### config.mk
export PLATFORM = sky130hd
export DESIGN_NAME = touch_swipe_gesture_detector
export DESIGN_NICKNAME = d
export VERILOG_FILES = /design/src/rtl/tsg_pkg.sv /design/src/rtl/touch_swipe_gesture_detector.sv
export SDC_FILE = /design/constraint.sdc
export NUM_CORES = 1
export LEC_CHECK = 0
export BUFFER_PORTS_ARGS = -buffer_cell sky130_fd_sc_hd__buf_2
export CORE_ASPECT_RATIO = 1.2
export CORE_UTILIZATION = 30
export DETAILED_ROUTE_END_ITERATION = 7
export PLACE_DENSITY_LB_ADDON = 0.05
export SYNTH_ARGS = -nofsm -noshare
export SYNTH_HDL_FRONTEND = slang
export SYNTH_SLANG_ARGS = --single-unit
### constraint.sdc
create_clock -name clk -period 13.6 [get_ports clk]
set_clock_uncertainty 0.15 [all_clocks]
set_input_delay 0.68 -clock clk [delete_from_list [all_inputs] [get_ports clk]]
set_output_delay 0.68 -clock clk [all_outputs]
set_load 0.03 [all_outputs]
### src/rtl/tsg_pkg.sv
package tsg_pkg;

  // Field widths
  localparam int unsigned ModeW     = 2;
  localparam int unsigned IdW       = 8;
  localparam int unsigned CoordW    = 16;
  localparam int unsigned CountW    = 8;
  localparam int unsigned ProgW     = 10;
  localparam int unsigned CfgIdxW   = 2;
  localparam int unsigned CfgDataW  = 16;
  localparam int unsigned InDataW   = 40;
  localparam int unsigned OutDataW  = 24;

  localparam int unsigned ContactLimitDef = 255;

  // Divider sizing: remainder holds 2000*v + t, divisor starts at 2t << 9
  localparam int unsigned RemW      = 27;
  localparam int unsigned DivW      = 26;
  localparam int unsigned DivSteps  = 10;
  localparam int unsigned StepW     = 4;

  localparam logic [ProgW-1:0] ProgMax = 10'd1000;
  localparam logic [RemW-1:0]  NumScale = 27'd2000;

  // Event codes
  typedef enum logic [ModeW-1:0] {
    MODE_DOWN   = 2'd0,
    MODE_MOTION = 2'd1,
    MODE_UP     = 2'd2,
    MODE_CANCEL = 2'd3
  } mode_t;

  // Register indexes
  localparam logic [CfgIdxW-1:0] CFG_TOWARD_BOTTOM = 2'd0;
  localparam logic [CfgIdxW-1:0] CFG_ARM_DISTANCE  = 2'd1;
  localparam logic [CfgIdxW-1:0] CFG_FULL_TRAVEL   = 2'd2;

  localparam logic [CfgDataW-1:0] ArmDistanceRst = 16'd64;
  localparam logic [CfgDataW-1:0] FullTravelRst  = 16'd400;

  typedef enum logic [3:0] {
    S_IDLE = 4'b0001,
    S_PREP = 4'b0010,
    S_DIV  = 4'b0100,
    S_DONE = 4'b1000
  } state_t;

endpackage

### src/rtl/touch_swipe_gesture_detector.sv
// Swipe recognizer for touch events with one owning contact. Each input
// transaction (mode in in_tuser: down, motion, up, cancel) updates the
// contact count, owner, start point and the armed/cancelled flags, and
// yields exactly one result transaction carrying launch, progress (0..1000
// thousandths of full_travel, rounded half up), armed, cancelled and the
// active contact count. A motion event that needs a progress division
// runs accept, numerator setup, ten restoring compare/subtract steps on
// the shared subtractor and result load; other events go from accept
// straight to result load; in_tready is low meanwhile. A result that is not
// taken holds the block in its result-load step. Configuration writes on
// the cfg_ channel are always ready and take effect at once.
module touch_swipe_gesture_detector #(
  parameter int unsigned CONTACT_LIMIT = tsg_pkg::ContactLimitDef
) (
  input  logic                          clk,
  input  logic                          rst_n,
  // in_tdata: contact_id[7:0], x_pos[23:8], y_pos[39:24]
  input  logic                          in_tvalid,
  output logic                          in_tready,
  input  logic [tsg_pkg::InDataW-1:0]   in_tdata,
  // in_tuser: mode[1:0]
  input  logic [tsg_pkg::ModeW-1:0]     in_tuser,
  // out_tdata: launch[0], progress[10:1], is_armed[11], is_cancelled[12],
  // active_contacts[20:13], zero pad[23:21]
  output logic                          out_tvalid,
  input  logic                          out_tready,
  output logic [tsg_pkg::OutDataW-1:0]  out_tdata,
  input  logic                          cfg_valid,
  output logic                          cfg_ready,
  input  logic [tsg_pkg::CfgIdxW-1:0]   cfg_index,
  input  logic [tsg_pkg::CfgDataW-1:0]  cfg_data
);

  // Effective saturation point of the 8-bit count
  localparam int unsigned LimitInt = (CONTACT_LIMIT < 255) ? CONTACT_LIMIT : 255;
  localparam logic [tsg_pkg::CountW-1:0] Limit = tsg_pkg::CountW'(LimitInt);

  // Configuration
  logic                          toward_bottom_r;
  logic [tsg_pkg::CfgDataW-1:0]  arm_distance_r;
  logic [tsg_pkg::CfgDataW-1:0]  full_travel_r;

  // Gesture state
  logic [tsg_pkg::CountW-1:0]    count_r, count_nxt;
  logic [tsg_pkg::IdW-1:0]       owner_r, owner_nxt;
  logic signed [tsg_pkg::CoordW-1:0] start_x_r, start_x_nxt;
  logic signed [tsg_pkg::CoordW-1:0] start_y_r, start_y_nxt;
  logic                          armed_r, armed_nxt;
  logic                          cancel_r, cancel_nxt;
  logic                          launch_r, launch_nxt;

  // Sequencer and divider
  tsg_pkg::state_t               state_r;
  logic [tsg_pkg::StepW-1:0]     step_r;
  logic [tsg_pkg::CoordW-1:0]    v_r;
  logic [tsg_pkg::RemW-1:0]      rem_r;
  logic [tsg_pkg::DivW-1:0]      div_r;
  logic [tsg_pkg::ProgW-1:0]     quo_r;

  logic                          out_valid_r;
  logic [tsg_pkg::OutDataW-1:0]  out_data_r;

  // Event decode
  tsg_pkg::mode_t                mode;
  logic [tsg_pkg::IdW-1:0]       ev_id;
  logic signed [tsg_pkg::CoordW-1:0] ev_x, ev_y;
  logic                          in_fire;

  logic signed [tsg_pkg::CoordW:0]   travel;
  logic signed [tsg_pkg::CoordW:0]   dx;
  logic [tsg_pkg::CoordW:0]          adx;
  logic                          prog_zero, prog_full;

  // Shared compare/subtract unit
  logic [tsg_pkg::RemW:0]        sub_diff;
  logic                          sub_ge;

  assign mode    = tsg_pkg::mode_t'(in_tuser);
  assign ev_id   = in_tdata[7:0];
  assign ev_x    = signed'(in_tdata[23:8]);
  assign ev_y    = signed'(in_tdata[39:24]);
  assign in_tready = (state_r == tsg_pkg::S_IDLE);
  assign in_fire = in_tvalid && in_tready;
  assign cfg_ready = 1'b1;

  assign travel = toward_bottom_r ? ({ev_y[15], ev_y} - {start_y_r[15], start_y_r})
                                  : ({start_y_r[15], start_y_r} - {ev_y[15], ev_y});
  assign dx  = {ev_x[15], ev_x} - {start_x_r[15], start_x_r};
  assign adx = dx[16] ? 17'(-dx) : 17'(dx);

  // Progress short cuts: zero cases, and travel at or past full_travel clamps
  assign prog_zero = (mode != tsg_pkg::MODE_MOTION) || (count_r == '0) || cancel_r ||
                     (full_travel_r == '0) || (travel <= 0);
  assign prog_full = ($signed({travel[16], travel}) >= $signed({2'b00, full_travel_r}));

  assign sub_diff = {1'b0, rem_r} - {2'b00, div_r};
  assign sub_ge   = !sub_diff[tsg_pkg::RemW];

  // Next gesture state for the accepted event
  always_comb begin
    count_nxt   = count_r;
    owner_nxt   = owner_r;
    start_x_nxt = start_x_r;
    start_y_nxt = start_y_r;
    armed_nxt   = armed_r;
    cancel_nxt  = cancel_r;
    launch_nxt  = 1'b0;
    unique case (mode)
      tsg_pkg::MODE_DOWN: begin
        if (count_r != '0) begin
          if (count_r < Limit) count_nxt = count_r + 8'd1;
          cancel_nxt = 1'b1;
          armed_nxt  = 1'b0;
        end else begin
          count_nxt   = 8'd1;
          owner_nxt   = ev_id;
          start_x_nxt = ev_x;
          start_y_nxt = ev_y;
          armed_nxt   = 1'b0;
          cancel_nxt  = 1'b0;
        end
      end
      tsg_pkg::MODE_MOTION: begin
        if ((count_r != '0) && !cancel_r && (ev_id == owner_r)) begin
          armed_nxt = ($signed({travel[16], travel}) >= $signed({2'b00, arm_distance_r})) &&
                      ($signed({travel[16], travel}) > $signed({1'b0, adx}));
        end
      end
      tsg_pkg::MODE_UP: begin
        if (count_r != '0) begin
          launch_nxt = (count_r == 8'd1) && (ev_id == owner_r) && armed_r && !cancel_r;
          count_nxt  = count_r - 8'd1;
          if (count_r == 8'd1) begin
            owner_nxt   = '0;
            start_x_nxt = '0;
            start_y_nxt = '0;
            armed_nxt   = 1'b0;
            cancel_nxt  = 1'b0;
          end
        end
      end
      tsg_pkg::MODE_CANCEL: begin
        cancel_nxt = 1'b1;
        armed_nxt  = 1'b0;
      end
      default: ;
    endcase
  end

  // Configuration writes
  always_ff @(posedge clk) begin
    if (!rst_n) begin
      toward_bottom_r <= 1'b0;
      arm_distance_r  <= tsg_pkg::ArmDistanceRst;
      full_travel_r   <= tsg_pkg::FullTravelRst;
    end else if (cfg_valid) begin
      unique case (cfg_index)
        tsg_pkg::CFG_TOWARD_BOTTOM: toward_bottom_r <= cfg_data[0];
        tsg_pkg::CFG_ARM_DISTANCE:  arm_distance_r  <= cfg_data;
        tsg_pkg::CFG_FULL_TRAVEL:   full_travel_r   <= cfg_data;
        default: ;
      endcase
    end
  end

  // Gesture state registers
  always_ff @(posedge clk) begin
    if (!rst_n) begin
      count_r   <= '0;
      owner_r   <= '0;
      start_x_r <= '0;
      start_y_r <= '0;
      armed_r   <= 1'b0;
      cancel_r  <= 1'b0;
    end else if (in_fire) begin
      count_r   <= count_nxt;
      owner_r   <= owner_nxt;
      start_x_r <= start_x_nxt;
      start_y_r <= start_y_nxt;
      armed_r   <= armed_nxt;
      cancel_r  <= cancel_nxt;
    end
  end

  // Sequencer: capture, numerator setup, restoring division, result load
  always_ff @(posedge clk) begin
    if (!rst_n) begin
      state_r     <= tsg_pkg::S_IDLE;
      step_r      <= '0;
      out_valid_r <= 1'b0;
    end else begin
      // the result-load step handles out_valid_r itself
      if (out_valid_r && out_tready && (state_r != tsg_pkg::S_DONE)) out_valid_r <= 1'b0;
      unique case (state_r)
        tsg_pkg::S_IDLE: begin
          if (in_fire) begin
            launch_r <= launch_nxt;
            v_r      <= travel[15:0];
            priority if (prog_zero) begin
              quo_r   <= '0;
              state_r <= tsg_pkg::S_DONE;
            end else if (prog_full) begin
              quo_r   <= tsg_pkg::ProgMax;
              state_r <= tsg_pkg::S_DONE;
            end else begin
              state_r <= tsg_pkg::S_PREP;
            end
          end
        end
        tsg_pkg::S_PREP: begin
          // (2000v + t) / 2t, quotient known below 1001
          rem_r   <= 27'(v_r) * tsg_pkg::NumScale + 27'(full_travel_r);
          div_r   <= {full_travel_r, 10'd0};
          quo_r   <= '0;
          step_r  <= '0;
          state_r <= tsg_pkg::S_DIV;
        end
        tsg_pkg::S_DIV: begin
          if (sub_ge) rem_r <= sub_diff[tsg_pkg::RemW-1:0];
          quo_r  <= {quo_r[tsg_pkg::ProgW-2:0], sub_ge};
          div_r  <= div_r >> 1;
          step_r <= step_r + 4'd1;
          if (step_r == tsg_pkg::StepW'(tsg_pkg::DivSteps - 1)) state_r <= tsg_pkg::S_DONE;
        end
        tsg_pkg::S_DONE: begin
          if (!out_valid_r || out_tready) begin
            out_valid_r <= 1'b1;
            out_data_r  <= {3'b000, count_r, cancel_r, armed_r, quo_r, launch_r};
            state_r     <= tsg_pkg::S_IDLE;
          end
        end
        default: state_r <= tsg_pkg::S_IDLE;
      endcase
    end
  end

  assign out_tvalid = out_valid_r;
  assign out_tdata  = out_data_r;

endmodule
==> key figures <==
Synth
  – Mapped cell area: 16,100 um^2
  – Number of flops mapped to enable cells by yosys: just over 100
  – Ys async rst share: 0%
  – Synth cell count leaders: 236 x inv_1, 192 x ha_1, 188 x nand2_1
  – Synth Register Bits: 193
  – Most used DFF post-synth: edfxtp_1
  – Synth warn: 0
  – Top cell type's share of synthesized area: a little under a fifth
  – Synth area leader: edfxtp_1
  – Register area share after synthesis: a little under a third
  – Syn Inst Count: around 1,900
  – Unique masters post-synth: 68
  – Largest cells by area after synthesis: edfxtp_1 19%, ha_1 15%, dfxtp_1 11%
  – Cell with the most instances after synthesis: inv_1
  – Syn avg cell area: around 8.7 um^2

Finish
  – Layout Cells excl Fill: between 2,000 and 3,000
  – Antenna cell count: 0
  – Share of layout cells above drive strength 1: under 10%
  – Post-Route Utilization: between 30% and 40%
  – P&R area growth vs syn: 11.0%
  – Total Nets Final: 2,233

Clock network
  – Clk sinks: 193
  – Hold_buf cts: 0
  – H-tree depth: 4
  – Root buf cell: clkbuf_16
  – Post-cts sizing count: 0
  – CTS tree: done
  – CTS Buffer Depth: 2
  – Clock Latency Late Sink: 490 ps
  – CTS clk-pin slew, worst paths: around 80 ps
  – Post-CTS setup buffers: 0
  – TritonCTS buffer count: 17

Global routing
  – First-pass GRT wire length: approximately 74,000 um
  – Largest net degree at the start of global routing: 60
  – Overall Global Routing Usage: ~18%
  – Initial antenna violation count: 0
  – Vias in the first global route: 13,100
  – Grt total ovfl: 0

Critical path
  – Data required, critical path: around 14,000 ps
  – Worst Path Class, Setup: reg -> reg
  – R2r startpoint: v_r[1]$_DFFE_PP_
  – Critical Path AT: roughly 5900 ps
  – CP Max Fanout: 5
  – CP Capture Type: flop
  – Startpoint Class: flop
  – Terminus of the critical flop-to-flop path: rem_r[26]$_DFFE_PP_
  – Worst R2R Setup Slack: 7740 ps
  – Worst R2R Path Depth: 17

Floorplanning
  – Starting density of the core: between 30 and 40%
  – Core Box Area: 52,800 um^2
  – Full die area: between 50,000 and 60,000 um^2
  – Rows: 92
  – Die width: 214 um
  – Boundary pin count: 92
  – Die Y: approximately 260 um

STA
  – Achievable clock frequency: ~170 MHz
  – RSZ-0062 raised after global routing: no
  – Slew HR: around 29%
  – Final setup fails: 0
  – Hold Vio Cnt, Final: 0
  – Tcrit/Tclk final: a little over two fifths
  – Final Slew Violations: 0
  – Worst slew pin tran: between 1000 and 1500 ps
  – Setup TNS Final: 0 ps
  – Post-layout minimum cycle time: just under 6000 ps

Drt
  – Routed wl met3: 1450 um
  – Post-Route WL: approximately 47,000 um
  – Via count: between 10,000 and 15,000
  – Highest metal used: met4
  – Drt drc: 0
  – Met1 WL: about 21,000 um
  – Met2 WL: roughly 23,000 um
  – First-pass DRT Iterations: 5
  – DR vias/cell: roughly 5
  – Initial DRC count: between 600 and 700
  – WL per Instance: around 18 um
  – ANT nets after route: 0

Worst hold path
  – WHS Path Cells: 0
  – HP Start: quo_r[9]$_DFFE_PP_
  – Endpoint of the worst hold path: out_tdata[10]$_DFFE_PP_
  – HP Class: reg -> reg

Run status
  – Status: completed

Placement
  – Placer Congestion: 0.828
  – IO Port Bufs: between 80 and 90
  – Placed cells: ~2,600
  – Dpl hpwl: roughly 37,000 um

Power and ir drop
  – Maximum vdd ir drop: around 0.088 mV
  – Comb pwr share: a little under three fifths
  – Switching Fraction: 43.5%
  – Sw Pwr: ~1300 uW
  – Flop pwr share: between 20% and 30%
  – Clock network power share: a little under a fifth
  – PwrDens: roughly 160 nW/um^2
  – Leakage: ~0.0074 uW
  – Power Internal: 1630 uW

Job
  – MaxCap Viol Count: 0
## cell families after synthesis
group | Yosys count | share of synthesized area, %
adders and majority gates | 251 | 22.2
AOI/OAI and AO/OA | 472 | 18.5
and+or+nand+nor | 536 | 16.0
buffers and inverters | 300 | 7.12
DFF | 193 | 30.3
other | 2 | 0.0466
muxes | 11 | 0.715
xor gates and xnor gates | 94 | 5.11
## metal layers
metal	track usage, %	vias up
met5	0	-
met4	5.42	0
met3	3.71	47
met2	30.3	170
met1	22.1	6187
li1	-	6605
## area by class of cell
class | instances | area (um^2)
Multi-Input combinational cell | 1368 | 10100
Clock buffer | 17 | 425
Fill cell | 5638 | 34900
Sequential cell | 193 | 4870
Clock inverter | 15 | 164
Timing Repair Buffer | 99 | 526
Inverter | 238 | 893
Tap cell | 705 | 882
## sequential cells by signal, indices dropped and copies added (netlist names)
name	count
step_r	4
out_tvalid	1
full_travel_r	16
v_r	16
start_y_r	16
armed_r	1
launch_r	1
arm_distance_r	16
out_tdata	21
toward_bottom_r	1
div_r	26
rem_r	27
owner_r	8
state_r	4
count_r	8
start_x_r	16
cancel_r	1
quo_r	10
## worst max-delay path, stage by stage (launching register included)
cell      delay, ps
edfxtp_1        480
inv_1           180
fa_1            590
fa_1            440
fa_1            490
fa_1            510
inv_1            40
ha_1            340
o211ai_1        130
o211ai_1        350
a41oi_1         190
xnor2_1         380
nand4_1         210
nor3b_1         330
nand4b_1        190
nor4b_1         340
xnor2_1         170
mux2i_1          80
## power by group through the flow
stage               logic (uW)  clock network (uW)  registers [uW]
global placement          1680                   0             718
global route              1870                 568             708
floorplan                 1250                   0             714
detailed placement        1690                   0             719
finish                    1660                 524             705
CTS                       1700                 548             705
## worst max-delay path by stage
stage                           startpoint             endpoint  slack [ps]  depth (start not counted)
after floorplan           v_r[0]$_DFFE_PP_  rem_r[26]$_DFFE_PP_        8220                         20
after global placement    v_r[1]$_DFFE_PP_  rem_r[26]$_DFFE_PP_        7840                         17
after detailed placement  v_r[1]$_DFFE_PP_  rem_r[26]$_DFFE_PP_        7700                         17
after CTS                 v_r[1]$_DFFE_PP_  rem_r[26]$_DFFE_PP_        7700                         17
after global routing      v_r[1]$_DFFE_PP_  rem_r[26]$_DFFE_PP_        7280                         17
final                     v_r[1]$_DFFE_PP_  rem_r[26]$_DFFE_PP_        7740                         17
## placed cells by master, fill, tap and decap left out, drive strengths merged, types with 6 or more instances in the layout
| cell | count |
|---|---|
| buf | 99 |
| and3 | 14 |
| nand2b | 19 |
| nor3b | 10 |
| a2111oi | 8 |
| nand3 | 64 |
| o31ai | 10 |
| and2 | 13 |
| nor3 | 35 |
| o21ai | 93 |
| a41oi | 6 |
| mux2i | 7 |
| a21o | 50 |
| clkinv | 8 |
| or3 | 11 |
| o21a | 19 |
| o22ai | 6 |
| edfxtp | 101 |
| a211oi | 18 |
| a31oi | 14 |
| xnor2 | 58 |
| nor2b | 19 |
| fa | 59 |
| ha | 192 |
| nand4 | 22 |
| a211o | 11 |
| nand3b | 12 |
| o21bai | 11 |
| inv | 244 |
| nand2 | 188 |
| xor2 | 36 |
| nor4 | 14 |
| a21oi | 174 |
| clkbuf | 17 |
| dfxtp | 92 |
| nor2 | 95 |
| o211ai | 14 |
## per-stage QoR
stage               instance area (um^2)  power, uW  hold slack (ps)  worst slack (ps)
finish                             17900       2880              279              7740
global route                       17900       3140              271              7280
CTS                                17900       2950              257              7700
detailed placement                 17300       2410              260              7700
global placement                   17300       2400              259              7840
floorplan                          16100       1970              250              8220
(Power assumes the default switching activity.)
